<file path="src/rtl/core/lcvb_pkg.sv">
// lcvb_pkg: sizes, payload types, control/status structs and helper functions
// for the cvb0 token update block; no dependencies
`default_nettype none

package lcvb_pkg;

    localparam int TOPICS    = 16;
    localparam int VOCAB     = 4096;
    localparam int MAX_DOCS  = 1024;
    localparam int MAX_SLOTS = 4096;

    localparam int TOPIC_W    = $clog2(TOPICS);
    localparam int RESP_DEPTH = MAX_SLOTS * TOPICS;
    localparam int WT_DEPTH   = VOCAB * TOPICS;
    localparam int DT_DEPTH   = MAX_DOCS * TOPICS;
    localparam int RESP_AW    = $clog2(RESP_DEPTH);
    localparam int WT_AW      = $clog2(WT_DEPTH);
    localparam int DT_AW      = $clog2(DT_DEPTH);
    localparam int CLR_DEPTH  = (WT_DEPTH > DT_DEPTH) ? WT_DEPTH : DT_DEPTH;
    localparam int CLR_W      = $clog2(CLR_DEPTH);

    localparam int CNT_W   = 40;
    localparam int RESP_W  = 17;
    localparam int WCNT_W  = 16;
    localparam int AMT_W   = WCNT_W + RESP_W;
    localparam int PRIOR_W = 24;
    localparam int VSZ_W   = 13;
    localparam int VE_W    = PRIOR_W + VSZ_W;
    localparam int AB_W    = CNT_W + 1;
    localparam int BSPLIT  = 21;
    localparam int PP_W    = AB_W + BSPLIT;
    localparam int PROD_W  = 2 * AB_W;
    localparam int WGT_W   = 48;
    localparam int WSUM_W  = WGT_W + $clog2(TOPICS);
    localparam int DIV_W   = WSUM_W;
    localparam int NQ_W    = $clog2(WGT_W + 1);
    localparam int PTOK_W  = 13;

    localparam logic [RESP_W-1:0] ONE_Q16   = RESP_W'(65536);
    localparam logic [RESP_W-1:0] RESP_EVEN = RESP_W'(65536 / TOPICS);
    localparam logic [CNT_W-1:0]  CNT_MAX   = '1;
    localparam logic [PTOK_W-1:0] PTOK_MAX  = '1;

    localparam int CFG_IDX_W  = 2;
    localparam int CFG_DATA_W = PRIOR_W;
    localparam logic [CFG_IDX_W-1:0] CFG_ALPHA = CFG_IDX_W'(0);
    localparam logic [CFG_IDX_W-1:0] CFG_ETA   = CFG_IDX_W'(1);
    localparam logic [CFG_IDX_W-1:0] CFG_VOCAB = CFG_IDX_W'(2);

    typedef struct packed {
        logic        opcode;
        logic [11:0] token_slot;
        logic [11:0] word_id;
        logic [9:0]  doc_id;
        logic [15:0] word_count;
        logic [3:0]  topic_sel;
        logic [16:0] resp_value;
        logic        pass_end;
    } in_item_t;

    typedef struct packed {
        logic        pass_done;
        logic [16:0] mean_change;
    } out_item_t;

    typedef enum logic [1:0] {
        AMT_OLD  = 2'd0,
        AMT_NEW  = 2'd1,
        AMT_LOAD = 2'd2
    } amt_sel_t;

    typedef enum logic [1:0] {
        DIV_WGT  = 2'd0,
        DIV_RSP  = 2'd1,
        DIV_MEAN = 2'd2
    } div_mode_t;

    typedef struct packed {
        logic      clr;
        logic      capture;
        logic      res_clr;
        logic      k_inc;
        logic      k_clr;
        logic      rd;
        logic      mul;
        amt_sel_t  amt_sel;
        logic      sub_wr;
        logic      mul_lo;
        logic      mul_hi;
        logic      add_prod;
        logic      div_start;
        div_mode_t div_mode;
        logic      wgt_store;
        logic      add_wr;
        logic      add_chg;
        logic      tok_inc;
        logic      mean_store;
        logic      out_load;
    } ctrl_cmd_t;

    typedef struct packed {
        logic clr_last;
        logic op;
        logic tsel_ok;
        logic pend;
        logic k_last;
        logic wsum_zero;
        logic div_busy;
        logic out_busy;
    } dp_status_t;

    function automatic logic [CNT_W-1:0] sub_floor(input logic [CNT_W-1:0] a,
                                                   input logic [CNT_W-1:0] b);
        return (a > b) ? (a - b) : '0;
    endfunction

    function automatic logic [CNT_W-1:0] add_sat(input logic [CNT_W-1:0] a,
                                                 input logic [CNT_W-1:0] b);
        logic [CNT_W:0] s;
        s = {1'b0, a} + {1'b0, b};
        return s[CNT_W] ? CNT_MAX : s[CNT_W-1:0];
    endfunction

endpackage

`default_nettype wire

</file>
<file path="src/rtl/core/lcvb_ctrl.sv">
// lcvb_ctrl: sequencer for clearing, load and two-sweep update of one token
// depends on lcvb_pkg
`default_nettype none

module lcvb_ctrl (
    input  wire logic                 clk,
    input  wire logic                 rst_n,
    input  wire logic                 in_valid,
    output logic                      in_stall,
    output lcvb_pkg::ctrl_cmd_t       cmd,
    input  wire lcvb_pkg::dp_status_t stat
);
    import lcvb_pkg::*;

    typedef enum logic [24:0] {
        S_CLEAR = 25'd1 << 0,
        S_IDLE  = 25'd1 << 1,
        S_DISP  = 25'd1 << 2,
        S_LRD   = 25'd1 << 3,
        S_LMUL  = 25'd1 << 4,
        S_LWR   = 25'd1 << 5,
        S_URD   = 25'd1 << 6,
        S_UMUL  = 25'd1 << 7,
        S_USUB  = 25'd1 << 8,
        S_UMLO  = 25'd1 << 9,
        S_UMHI  = 25'd1 << 10,
        S_UADD  = 25'd1 << 11,
        S_UDIV  = 25'd1 << 12,
        S_UWAIT = 25'd1 << 13,
        S_UWST  = 25'd1 << 14,
        S_RRD   = 25'd1 << 15,
        S_RDIV  = 25'd1 << 16,
        S_RWAIT = 25'd1 << 17,
        S_RMUL  = 25'd1 << 18,
        S_RWR   = 25'd1 << 19,
        S_TOK   = 25'd1 << 20,
        S_MDIV  = 25'd1 << 21,
        S_MWAIT = 25'd1 << 22,
        S_MEND  = 25'd1 << 23,
        S_FIN   = 25'd1 << 24
    } state_t;

    state_t state_reg, state_next;

    always_ff @(posedge clk or negedge rst_n)
    begin
        if (!rst_n)
        begin
            state_reg <= S_CLEAR;
        end
        else
        begin
            state_reg <= state_next;
        end
    end

    always_comb
    begin
        state_next = state_reg;
        cmd        = '0;
        case (state_reg)
            S_CLEAR:
            begin
                cmd.clr = 1'b1;
                if (stat.clr_last)
                begin
                    state_next = S_IDLE;
                end
            end
            S_IDLE:
            begin
                if (in_valid)
                begin
                    cmd.capture = 1'b1;
                    state_next  = S_DISP;
                end
            end
            S_DISP:
            begin
                cmd.res_clr = 1'b1;
                if (stat.op)
                begin
                    state_next = S_URD;
                end
                else if (stat.tsel_ok)
                begin
                    state_next = S_LRD;
                end
                else
                begin
                    state_next = S_FIN;
                end
            end
            S_LRD:
            begin
                cmd.rd     = 1'b1;
                state_next = S_LMUL;
            end
            S_LMUL:
            begin
                cmd.mul     = 1'b1;
                cmd.amt_sel = AMT_LOAD;
                state_next  = S_LWR;
            end
            S_LWR:
            begin
                cmd.add_wr = 1'b1;
                state_next = S_FIN;
            end
            S_URD:
            begin
                cmd.rd     = 1'b1;
                state_next = S_UMUL;
            end
            S_UMUL:
            begin
                cmd.mul     = 1'b1;
                cmd.amt_sel = AMT_OLD;
                state_next  = S_USUB;
            end
            S_USUB:
            begin
                cmd.sub_wr = 1'b1;
                state_next = S_UMLO;
            end
            S_UMLO:
            begin
                cmd.mul_lo = 1'b1;
                state_next = S_UMHI;
            end
            S_UMHI:
            begin
                cmd.mul_hi = 1'b1;
                state_next = S_UADD;
            end
            S_UADD:
            begin
                cmd.add_prod = 1'b1;
                state_next   = S_UDIV;
            end
            S_UDIV:
            begin
                cmd.div_start = 1'b1;
                cmd.div_mode  = DIV_WGT;
                state_next    = S_UWAIT;
            end
            S_UWAIT:
            begin
                if (!stat.div_busy)
                begin
                    state_next = S_UWST;
                end
            end
            S_UWST:
            begin
                cmd.wgt_store = 1'b1;
                if (stat.k_last)
                begin
                    cmd.k_clr  = 1'b1;
                    state_next = S_RRD;
                end
                else
                begin
                    cmd.k_inc  = 1'b1;
                    state_next = S_URD;
                end
            end
            S_RRD:
            begin
                cmd.rd     = 1'b1;
                state_next = stat.wsum_zero ? S_RMUL : S_RDIV;
            end
            S_RDIV:
            begin
                cmd.div_start = 1'b1;
                cmd.div_mode  = DIV_RSP;
                state_next    = S_RWAIT;
            end
            S_RWAIT:
            begin
                if (!stat.div_busy)
                begin
                    state_next = S_RMUL;
                end
            end
            S_RMUL:
            begin
                cmd.mul     = 1'b1;
                cmd.amt_sel = AMT_NEW;
                state_next  = S_RWR;
            end
            S_RWR:
            begin
                cmd.add_wr  = 1'b1;
                cmd.add_chg = 1'b1;
                if (stat.k_last)
                begin
                    state_next = S_TOK;
                end
                else
                begin
                    cmd.k_inc  = 1'b1;
                    state_next = S_RRD;
                end
            end
            S_TOK:
            begin
                cmd.tok_inc = 1'b1;
                state_next  = stat.pend ? S_MDIV : S_FIN;
            end
            S_MDIV:
            begin
                cmd.div_start = 1'b1;
                cmd.div_mode  = DIV_MEAN;
                state_next    = S_MWAIT;
            end
            S_MWAIT:
            begin
                cmd.div_mode = DIV_MEAN;
                if (!stat.div_busy)
                begin
                    state_next = S_MEND;
                end
            end
            S_MEND:
            begin
                cmd.mean_store = 1'b1;
                state_next     = S_FIN;
            end
            S_FIN:
            begin
                if (!stat.out_busy)
                begin
                    cmd.out_load = 1'b1;
                    state_next   = S_IDLE;
                end
            end
            default:
            begin
                state_next = S_IDLE;
            end
        endcase
    end

    assign in_stall = (state_reg != S_IDLE);

endmodule

`default_nettype wire

</file>
<file path="config.mk">
export PLATFORM = sky130hd
export DESIGN_NAME = lcvb_ctrl
export DESIGN_NICKNAME = d
export VERILOG_FILES = /design/src/rtl/core/lcvb_pkg.sv /design/src/rtl/core/lcvb_ctrl.sv
export SDC_FILE = /design/constraint.sdc
export NUM_CORES = 1
export LEC_CHECK = 0
export BUFFER_PORTS_ARGS = -buffer_cell sky130_fd_sc_hd__buf_2
export CORE_ASPECT_RATIO = 0.7
export CORE_MARGIN = 3
export CORE_UTILIZATION = 40
export CTS_CLUSTER_DIAMETER = 40
export DETAILED_ROUTE_END_ITERATION = 12
export MAX_ROUTING_LAYER = met4
export PLACE_DENSITY_LB_ADDON = 0.15
export SYNTH_ARGS = -nofsm -noshare
export SYNTH_HDL_FRONTEND = slang
export SYNTH_SLANG_ARGS = --single-unit
export TNS_END_PERCENT = 10
</file>
<file path="constraint.sdc">
create_clock -name clk -period 5.9 [get_ports clk]
set_input_delay 0.59 -clock clk [delete_from_list [all_inputs] [get_ports clk]]
set_output_delay 0.59 -clock clk [all_outputs]
set_load 0.1 [all_outputs]
</file>
# Word-level counts from Yosys, hierarchy flattened
# Cells that the tools add are included.
# totals
regBits	25
inputBits	11
out_inout_bits	23
wordCells	76
# op_classes
n_eq_ne	32
n_mux	36
n_reduce_logical	7
# op_table
op	count
case mux 25 bit (24 select lines)	1
two-way mux 25 bit	9
== test 25 x 1 -> 1 bit, second input constant	1
== test 25 x 10 -> 1 bit, second input constant	1
== test 25 x 11 -> 1 bit, second input constant	1
== test 25 x 12 -> 1 bit, second input constant	1
== test 25 x 13 -> 1 bit, second input constant	1
== test 25 x 14 -> 1 bit, second input constant	1
== test 25 x 15 -> 1 bit, second input constant	1
== test 25 x 16 -> 1 bit, second input constant	1
== test 25 x 17 -> 1 bit, second input constant	1
== test 25 x 18 -> 1 bit, second input constant	1
== test 25 x 19 -> 1 bit, second input constant	1
== test 25 x 2 -> 1 bit, second input constant	1
== test 25 x 20 -> 1 bit, second input constant	1
== test 25 x 21 -> 1 bit, second input constant	1
== test 25 x 22 -> 1 bit, second input constant	1
== test 25 x 23 -> 1 bit, second input constant	1
== test 25 x 24 -> 1 bit, second input constant	1
== test 25 bit, second input constant	1
== test 25 x 3 -> 1 bit, second input constant	1
== test 25 x 4 -> 1 bit, second input constant	1
== test 25 x 5 -> 1 bit, second input constant	1
== test 25 x 6 -> 1 bit, second input constant	1
other kinds (14)	43

# Logic depth before layout (Yosys ltp)
# Gate-level depths: netlist of the first run.
# depth
word_depth	3
depth_mapped	8
mapped_depth_nobuf	6

# Worst setup path before layout of the first run
# Ideal clock, no wire load.
# synth_timing
kind	register to output
from	register state_reg[13]
to	output port cmd[15] (netlist name)
arrival_time_ns	4.829
setup_slack_ns	0.481
path_stages_with_launch	6
n_path_buf	1
cell_sequence	dfrtp_1 > nor4_4 > nand4b_2 > buf_6 > nor4_1 > a21o_1
# synth_rtl
item	line_no	rtl
from (decl)	lcvb_ctrl.sv:43	state_t state_reg, state_next;
from (signal assigned)	lcvb_ctrl.sv:53	state_reg <= state_next;
to (decl)	lcvb_ctrl.sv:10	output lcvb_pkg::ctrl_cmd_t cmd,

==> results of run 1 <==
layout by cell type, fill, tap and decap left out, types with 4 or more instances in the layout:
master,instances
nor3_1,10
a21oi_1,5
o21ai_0,4
nand3b_1,7
buf_2,33
dfrtp_1,24
nor2_1,17
nor4_1,16
nor4b_1,4
nand4_1,4
nor4_4,4
inv_1,6
nand2_1,8
nand4b_1,5
nand2b_1,6
or3_1,4
and2_1,4
metrics by stage:
stage / cell area (µm²) / utilization (%) / hold slack (ns) / std cells
CTS: 1870 / 50.2 / 0.334 / 254
floorplan: 1640 / - / 0.294 / 174
global route: 1870 / 50.2 / 0.351 / 254
finish: 1870 / 50.2 / 0.305 / 254
global placement: 1820 / 49.0 / 0.553 / 250
detailed placement: 1820 / 49.0 / 0.567 / 250
per-layer routing:
layer  part of all wire (%)  vias to the layer above
met5                      0                        -
met4                   0.26                        0
met3                    7.4                        2
met2                     43                       56
met1                     49                      692
li1                       -                      711
path summary, 6_finish.rpt:
path                               start             to  slack (ns)
setup / recovery           state_reg[13]         cmd[4]        2.48
hold reg to reg            state_reg[17]  state_reg[17]        0.58
max in group asynchronous          rst_n   state_reg[0]        5.22
setup reg to reg           state_reg[13]   state_reg[1]        3.45
hold / removal                     rst_n   state_reg[9]        0.31
min in group clk                 stat[7]   state_reg[0]        0.46
synth_stat cells (all sizes together), types with 2 or more instances:
master  number  area share (%)
nand4        4             1.5
inv          7             1.6
nor4b        4             2.1
nand2b       6             2.3
nand3        3             1.2
a21oi        5             1.5
and3         3             1.1
nor2        17             3.9
nand2        9             2.2
clkbuf       3            0.84
dfrtp       24              37
nand3b       7             3.2
or2b         2            0.92
nor2b        3             1.1
and2         4             1.5
nand4b       6             3.6
nor4        21              12
o21ai        4             1.2
or3          6             2.9
nor3        11             3.7
buf          4             2.0
a21o         2            0.92
critical path: cells and delay by family (launching register included):
family / cells / cell delay (ns)
AND/OR/NAND/NOR: 3 / 1.45
buffers and inverters: 2 / 0.51
flip-flops: 1 / 0.43
AO/OA/AOI/OAI: 1 / 0.17
cell families (layout without fill, tap and decap cells):
kind of cell           Yosys count  after routing  share of synthesized area (%)
XOR/XNOR                         2              2                           1.07
AND/OR/NAND/NOR                114            114                           47.8
flip-flops                      25             25                           38.2
AO/OA/AOI/OAI                   19             19                           8.47
buffers and inverters           14             44                           4.42
power by group through the flow:
stage | combinational (mW) | sequential [mW] | clock (mW)
finish | 0.316 | 0.197 | 0.0992
CTS | 0.313 | 0.197 | 0.103
detailed placement | 0.312 | 0.200 | 0
floorplan | 0.272 | 0.196 | 0
global placement | 0.309 | 0.200 | 0
global route | 0.341 | 0.199 | 0.112
cell type report:
class | count | area (µm²)
Clock buffer | 4 | 45.0
Fill cell | 360 | 1850
Inverter | 7 | 26.3
Multi-Input combinational cell | 135 | 941
Sequential cell | 25 | 627
Tap cell | 50 | 62.6
Timing Repair Buffer | 33 | 165
==> impl_metrics.csv, run 1 <==
group,metric,value,unit
clock_network,root_buffer,"clkbuf_8",
logic_synthesis,synth_area,1640,µm²
logic_synthesis,ys_warn_count,0,
critical_path,end_kind,"output port",
status,status,"completed",
sta,skew,0.00505,ns
logic_synthesis,avgSynthCellArea,9.43,µm²
power_and_ir_drop,total_power,612,µW
global_routing,antenna_found_initial,0,
global_routing,grt_overflow,0,
sta,setup_ws,2.48,ns
floorplan,ios,34,
worst_hold_path,hold_class,"in -> async",
floorplan,chipWidth,82.5,µm
placed_design,gp_congestion,0.814,
power_and_ir_drop,pwr-share-clk,16.2,%
route,routed_wl,4180,µm
logic_synthesis,synth_nets,185,
sta,slew_headroom,54.2,%
sta,setup_viol,0,
final_layout,drive_gt1_share,26.5,%
route,drc,0,
critical_path,r2r_cells,6,
global_routing,use_met3,3.34,%
final_layout,syn2layout_area_growth,13.8,%
clock_network,clk_latency,0.26,ns
logic_synthesis,synth.distinct_cells,51,
sta,hold_viol_final,0,
global_routing,grt_pass1_vias,1369,
clock_network,clk_pin_slew,0.08,ns
global_routing,grt_max_degree,26,
critical_path,required,5.31,ns
critical_path,cp-start-kind,"register",
critical_path,slowest_delay,0.67,ns
clock_network,cts_max_path_buffers,2,
sta,fmax,293,MHz
placed_design,post-dp-hpwl,3310,µm
clock_network,cts_resized,0,
power_and_ir_drop,p_per_area,328,nW/µm²
global_routing,grt.total_usage,19.2,%
route,vias_per_cell,5.75,
power_and_ir_drop,comb_power_share,51.7,%
critical_path,arrival,2.83,ns
power_and_ir_drop,power_frac_seq,32.1,%
global_routing,met2_usage,28.0,%
logic_synthesis,postSynth.asyncResetShare,100,%
sta,worstMarginPinSlew,0.680,ns
critical_path,cp_max_fo,11,
clock_network,post-cts-setup-buffer-count,0,
placed_design,dp_slack,2.81,ns
route,detail_route.wl_per_cell,16.5,µm
global_routing,top_usage_layer,"met1",
global_routing,grt_pass1_wl,6910,µm
power_and_ir_drop,irDropWorstVdd,277,µV
logic_synthesis,ys_seq_area_share,38.2,%
sta,rsz0062_at_grt,"no",
critical_path,crit_chain,"nor4_4 -> nand4b_2 -> or4_4 -> a21boi_0 -> inv_1 -> buf_2",
clock_network,holdBufCountCts,0,
floorplan,initial_core_util,44.1,%
clock_network,cts.sinks,25,
sta,maxSlewViolCount,0,
sta,fin_crit_sh,57.9,%
final_layout,largest_register_ffs,25,
floorplan,placementRows,18,
critical_path,crit_type,"reg -> out",
final_layout,nNetsFinal,216,
logic_synthesis,synth_edf_count,0,
floorplan,die-area,4920,µm²
power_and_ir_drop,netSwitchingPower,298,µW
placed_design,port_buffers,33,
floorplan,fp.dieH,59.6,µm
logic_synthesis,syn_inst,174,
final_layout,diodes,0,
sta,fin_crit,3.42,ns
logic_synthesis,ys_ff_latch,25,
route,drt_iter0_markers,89,
power_and_ir_drop,intPower,314,µW
clock_network,cts-htree-levels,1,
route,ant_nets,0,
power_and_ir_drop,swShare,48.6,%
flow_run,drv.max_cap_violation_count,0,
global_routing,grtUsageMet1,28.7,%
sta,finalSetupTns,0,ns
floorplan,core-area,3720,µm²
route,vias,1461,
critical_path,crit_slowest_cell,"or4_4",
logic_synthesis,ys.flop_type,"dfrtp_1",
clock_network,cts_tree,"yes",
clock_network,cts_inserted_buffers,3,
route,drt-pass1-iter-count,4,
power_and_ir_drop,power.leakage,0.927,nW
Power figures use the tool's default switching activity.
==> inputs of run 2 (changes only) <==
--- a/config.mk
+++ b/config.mk
@@ -5,6 +5,7 @@
 export SDC_FILE = /design/constraint.sdc
 export NUM_CORES = 1
 export LEC_CHECK = 0
+export ABC_AREA = 1
 export BUFFER_PORTS_ARGS = -buffer_cell sky130_fd_sc_hd__buf_2
 export CORE_ASPECT_RATIO = 0.7
 export CORE_MARGIN = 3
==> constraint.sdc (replaced) <==
create_clock -name clk -period 3.5 [get_ports clk]
set_input_delay 0.35 -clock clk [delete_from_list [all_inputs] [get_ports clk]]
set_output_delay 0.35 -clock clk [all_outputs]
set_load 0.1 [all_outputs]
==> impl_metrics.csv, run 2 <==
group,metric,value,unit
sta,hold_viol_final,0,
floorplan,chipWidth,83.4,µm
clock_network,cts_inserted_buffers,3,
placed_design,post-dp-hpwl,3460,µm
sta,setup_viol,0,
critical_path,r2r_cells,10,
power_and_ir_drop,intPower,477,µW
critical_path,cp-endpoint,"cmd[18]",
final_layout,nNetsFinal,320,
critical_path,end_kind,"output port",
final_layout,largest_register_ffs,25,
route,drc,0,
route,drt_iter0_markers,137,
critical_path,cp-start-kind,"register",
power_and_ir_drop,power.leakage,1.25,nW
power_and_ir_drop,comb_power_share,46.8,%
sta,rsz0062_at_grt,"no",
critical_path,crit_chain,"nor2_2 -> nand2_2 -> nor3_4 -> nand2_1 -> inv_1 -> nand2_1 -> nand2_1 -> buf_2",
sta,maxSlewViolCount,0,
final_layout,drive_gt1_share,17.5,%
floorplan,fp.dieH,60.2,µm
logic_synthesis,avgSynthCellArea,6.17,µm²
logic_synthesis,synth_commonest_cells,"nor2_1, nand2_1, inv_1, dfrtp_1, nand3_1",
final_layout,syn2layout_area_growth,15.9,%
sta,fin_crit_sh,80.6,%
clock_network,clk_pin_slew,0.08,ns
global_routing,grt_max_degree,26,
logic_synthesis,synth_edf_count,0,
status,status,"completed",
floorplan,ios,34,
global_routing,grt_overflow,0,
placed_design,port_buffers,33,
logic_synthesis,ys.flop_type,"dfrtp_1",
final_layout,diodes,0,
logic_synthesis,yosysTopAreaCell,"dfrtp_1",
global_routing,grt_pass1_wl,6730,µm
critical_path,r2r_end,"state_reg[18]",
global_routing,antenna_found_initial,0,
sta,slew_headroom,54.9,%
power_and_ir_drop,p_per_area,475,nW/µm²
logic_synthesis,yosysMostFrequentCell,"nor2_1",
logic_synthesis,yosys.area.top_type_share,35.8,%
clock_network,cts_tree,"yes",
clock_network,root_buffer,"clkbuf_8",
clock_network,holdBufCountCts,0,
critical_path,crit_slowest_cell,"nor3_4",
floorplan,die-area,5020,µm²
logic_synthesis,synth_nets,283,
logic_synthesis,postSynth.asyncResetShare,100,%
critical_path,crit_type,"reg -> out",
global_routing,grt_pass1_vias,1432,
critical_path,r2r_setup_slack,1.42,ns
route,routed_wl,4160,µm
route,vias,1697,
power_and_ir_drop,swShare,48.4,%
floorplan,core-area,3970,µm²
logic_synthesis,syn_inst,272,
logic_synthesis,ys_warn_count,0,
clock_network,cts_resized,0,
power_and_ir_drop,power_frac_seq,35.0,%
placed_design,gp_congestion,0.896,
critical_path,required,3.15,ns
final_layout,final_cell_mix,"nor2_1, nand2_1, inv_1, buf_2, dfrtp_1",
power_and_ir_drop,netSwitchingPower,448,µW
clock_network,clk_latency,0.26,ns
critical_path,startpoint,"state_reg[21]",
clock_network,cts.sinks,25,
clock_network,cts-htree-levels,1,
critical_path,slowest_delay,0.58,ns
logic_synthesis,synth_area,1680,µm²
floorplan,initial_core_util,42.3,%
logic_synthesis,ys_seq_area_share,37.4,%
sta,finalSetupTns,0,ns
critical_path,cp_max_fo,18,
logic_synthesis,synth.distinct_cells,20,
route,ant_nets,0,
floorplan,placementRows,19,
power_and_ir_drop,pwr-share-clk,18.2,%
route,detail_route.wl_per_cell,11.5,µm
critical_path,r2r_start,"state_reg[21]",
sta,fin_crit,2.82,ns
sta,whs,0.0717,ns
clock_network,cts_max_path_buffers,2,
sta,worstMarginPinSlew,0.674,ns
route,vias_per_cell,4.71,
final_layout,final_common_cell,"nor2_1",
route,drt-pass1-iter-count,4,
logic_synthesis,yosys-top-cells-area,"dfrtp_1, nor2_1, nand2_1, inv_1, nand3_1",
sta,fmax,354,MHz
critical_path,arrival,2.47,ns
sta,skew,0.00391,ns
global_routing,grt.total_usage,17.7,%
logic_synthesis,ys_ff_latch,25,
clock_network,post-cts-setup-buffer-count,0,
critical_path,path_common_cell,"nand2_1",
power_and_ir_drop,irDropWorstVdd,285,µV
worst_hold_path,hold_class,"in -> async",
flow_run,drv.max_cap_violation_count,0,
==> run 2: changes by cell type after synthesis, moves of 6 or more <==
cell / delta
nor2_2: +7
nand3_1: +21
nand2b_1: -6
inv_1: +44
nor4_1: -14
nand2_1: +57
nor2_1: +53
==> run 2: critical path, delay by kind of cell (launching register included) <==
family | cells | cell delay (ns)
buffers and inverters | 2 | 0.52
AND/OR/NAND/NOR | 6 | 1.27
flip-flops | 1 | 0.42
==> run 2: worst min path at each step <==
stage,startpoint,end,slack [ns]
after CTS,rst_n,state_reg[18],0.09
after global routing,rst_n,state_reg[21],0.10
after floorplan,rst_n,state_reg[10],0.05
final,rst_n,state_reg[18],0.07
after detailed placement,rst_n,state_reg[18],0.38
after global placement,rst_n,state_reg[18],0.38
==> run 2: power groups by stage <==
stage	Combinational, mW	Sequential, mW	Clock [mW]
after detailed placement	0.435	0.329	0
after floorplan	0.354	0.326	0
after CTS	0.435	0.324	0.178
after global placement	0.434	0.329	0
final	0.433	0.324	0.168
after global routing	0.482	0.327	0.190
==> run 2: cell families after synthesis <==
group	after synthesis	share of synthesized area [%]
flip-flops	25	37.4
AND/OR/NAND/NOR	183	46.8
AO/OA/AOI/OAI	10	3.36
buffers and inverters	54	12.5
==> run 2: final cells by class <==
| cell class | instances | area (µm²) |
|---|---|---|
| repair buffers | 33 | 165 |
| clock buffers | 4 | 45.0 |
| inverters | 53 | 199 |
| fillers | 416 | 2030 |
| well taps | 52 | 65.1 |
| flip-flops and latches | 25 | 627 |
| multi-input cells | 193 | 843 |
==> run 2: metal layers <==
| layer | share of wire [%] | global-route usage (%) | vias up |
|---|---|---|---|
| met5 | 0 | - | - |
| li1 | - | - | 895 |
| met2 | 44 | 25.8 | 28 |
| met3 | 3.5 | 3.99 | 2 |
| met1 | 52 | 25.4 | 772 |
| met4 | 0.51 | 3.21 | 0 |
==> run 2: per-stage QoR <==
step / power [mW] / setup slack, ns / cells / utilization, % / area, µm²
6_report: 0.924 / 0.678 / 360 / 49.0 / 1940
2_1_floorplan: 0.680 / -0.0160 / 272 / - / 1680
3_3_place_gp: 0.763 / 1.07 / 356 / 47.8 / 1900
5_1_grt: 0.998 / 0.442 / 360 / 49.0 / 1940
4_1_cts: 0.936 / 0.659 / 360 / 49.0 / 1940
3_5_place_dp: 0.764 / 0.963 / 356 / 47.8 / 1900
==> inputs of run 3 (changes only) <==
==> constraint.sdc (replaced) <==
create_clock -name clk -period 2.7 [get_ports clk]
set_input_delay 0.27 -clock clk [delete_from_list [all_inputs] [get_ports clk]]
set_output_delay 0.27 -clock clk [all_outputs]
set_load 0.1 [all_outputs]
==> impl_metrics.csv, run 3 (synthesis results as in run 2) <==
group,metric,value,unit
route,vias,1651,
clock_network,holdBufCountCts,0,
status,violations,"negative hold slack",
route,detail_route.wl_per_cell,11.4,µm
clock_network,post-cts-setup-buffer-count,0,
clock_network,cts_tree,"yes",
final_layout,final_cell_mix,"nor2_1, nand2_1, inv_1, buf_2, dfrtp_1",
clock_network,cts_resized,0,
sta,fin_crit_sh,91.4,%
power_and_ir_drop,p_per_area,611,nW/µm²
global_routing,grt.total_usage,18.1,%
global_routing,grt_pass1_vias,1475,
clock_network,clk_pin_slew,0.09,ns
floorplan,placementRows,19,
critical_path,path_common_cell,"nor2_2",
floorplan,core-area,3970,µm²
power_and_ir_drop,irDropWorstVdd,436,µV
power_and_ir_drop,power.leakage,1.26,nW
sta,skew,0.00531,ns
power_and_ir_drop,total_power,1.21,mW
route,drt-pass1-iter-count,7,
placed_design,dp.cells,357,
route,drc,0,
critical_path,cp_max_fo,18,
critical_path,crit_slowest_cell,"dfrtp_1",
floorplan,fp.dieH,60.2,µm
sta,maxSlewViolCount,0,
final_layout,fillCellCount,388,
final_layout,fin_util,49.8,%
global_routing,grt_overflow,0,
global_routing,antenna_found_initial,0,
sta,whs,-0.0167,ns
critical_path,arrival,2.20,ns
route,ant_nets,0,
global_routing,grt_pass1_wl,6940,µm
critical_path,required,2.43,ns
flow_run,drv.max_cap_violation_count,0,
final_layout,nNetsFinal,321,
sta,slew_headroom,63.6,%
critical_path,crit_type,"reg -> out",
status,status,"complete, but fails checks",
floorplan,chipWidth,83.4,µm
critical_path,slowest_delay,0.43,ns
final_layout,final_common_cell,"nor2_1",
placed_design,port_buffers,33,
floorplan,initial_core_util,42.3,%
placed_design,place_area,1930,µm²
final_layout,largest_register_ffs,25,
sta,worstMarginPinSlew,0.546,ns
floorplan,ios,34,
final_layout,drive_gt1_share,19.1,%
sta,fmax,405,MHz
route,vias_per_cell,4.57,
critical_path,crit_chain,"nor2_2 -> nand2_2 -> nor3_4 -> buf_4 -> inv_2 -> nor2_2 -> nor2_1 -> nand2_1 -> buf_2",
clock_network,cts_inserted_buffers,3,
clock_network,cts-htree-levels,1,
sta,rsz0062_at_grt,"no",
clock_network,root_buffer,"clkbuf_8",
clock_network,cts_max_path_buffers,2,
clock_network,cts.sinks,25,
critical_path,end_kind,"output port",
placed_design,gp_congestion,0.953,
final_layout,diodes,0,
sta,fin_crit,2.47,ns
clock_network,clk_latency,0.26,ns
route,routed_wl,4120,µm
floorplan,die-area,5020,µm²
route,drt_iter0_markers,126,
global_routing,grt_max_degree,26,
worst_hold_path,hold_class,"in -> async",
sta,setup_viol,0,
final_layout,final_cells,361,
final_layout,seq_area,627,µm²
placed_design,post-dp-hpwl,3400,µm
critical_path,cp-start-kind,"register",
final_layout,finalInstanceArea,1980,µm²
final_layout,syn2layout_area_growth,17.9,%
sta,hold_viol_final,24,
final_layout,multiInputGateArea,855,µm²
run 3: cell types whose count changed in the layout (fill, tap and decap cells not counted), sizes merged:
| cell | previous run | this run |
|---|---|---|
| buf | 33 | 34 |
run 3: critical path: cells and delay by family, from the launching register on:
| kind | cells | cell delay [ns] |
|---|---|---|
| DFF | 1 | 0.43 |
| buffers and inverters | 3 | 0.77 |
| and+or+nand+nor | 6 | 0.72 |
run 3: stage by stage:
stage / worst slack, ns / setup TNS, ns / hold slack, ns
global placement: 0.545 / 0 / 0.305
CTS: 0.239 / 0 / 0.0105
floorplan: -0.279 / -1.12 / -0.0256
global route: 0.0163 / 0 / 0.0234
detailed placement: 0.542 / 0 / 0.301
finish: 0.231 / 0 / -0.0167
run 3: layout make-up:
type                    instances  share of cell area [%]
clock buffers                   4                    2.28
flip-flops and latches         25                    31.7
well taps                      52                    3.29
repair buffers                 34                    9.49
multi-input cells             193                    43.2
inverters                      53                    10.1
run 3: path summary, 6_finish.rpt:
| check | slack [ns] | endpoint | cells past startpoint | startpoint |
|---|---|---|---|---|
| max | 0.23 | cmd[15] | 9 | state_reg[21] |
| min | -0.02 | state_reg[20] | 1 | rst_n |
| min in group clk | 0.17 | state_reg[3] | 2 | stat[6] |
| max reg2reg | 0.79 | state_reg[1] | 10 | state_reg[14] |
| min reg2reg | 0.59 | state_reg[22] | 2 | state_reg[22] |
| max in group asynchronous | 2.35 | state_reg[0] | 1 | rst_n |
run 3: per-layer routing:
layer,GRT usage [%],vias to the layer above,part of all wire (%)
met5,-,-,0
met4,2.06,0,0.46
met3,3.99,2,5.8
met2,25.5,40,40
met1,27.2,714,54
li1,-,895,-
run 3: where the power goes:
part           internal, mW  switching, mW  total [mW]
Clock                 0.105          0.112       0.217
Combinational         0.117          0.454       0.572
Sequential            0.398         0.0219       0.420
Total                 0.621          0.588        1.21
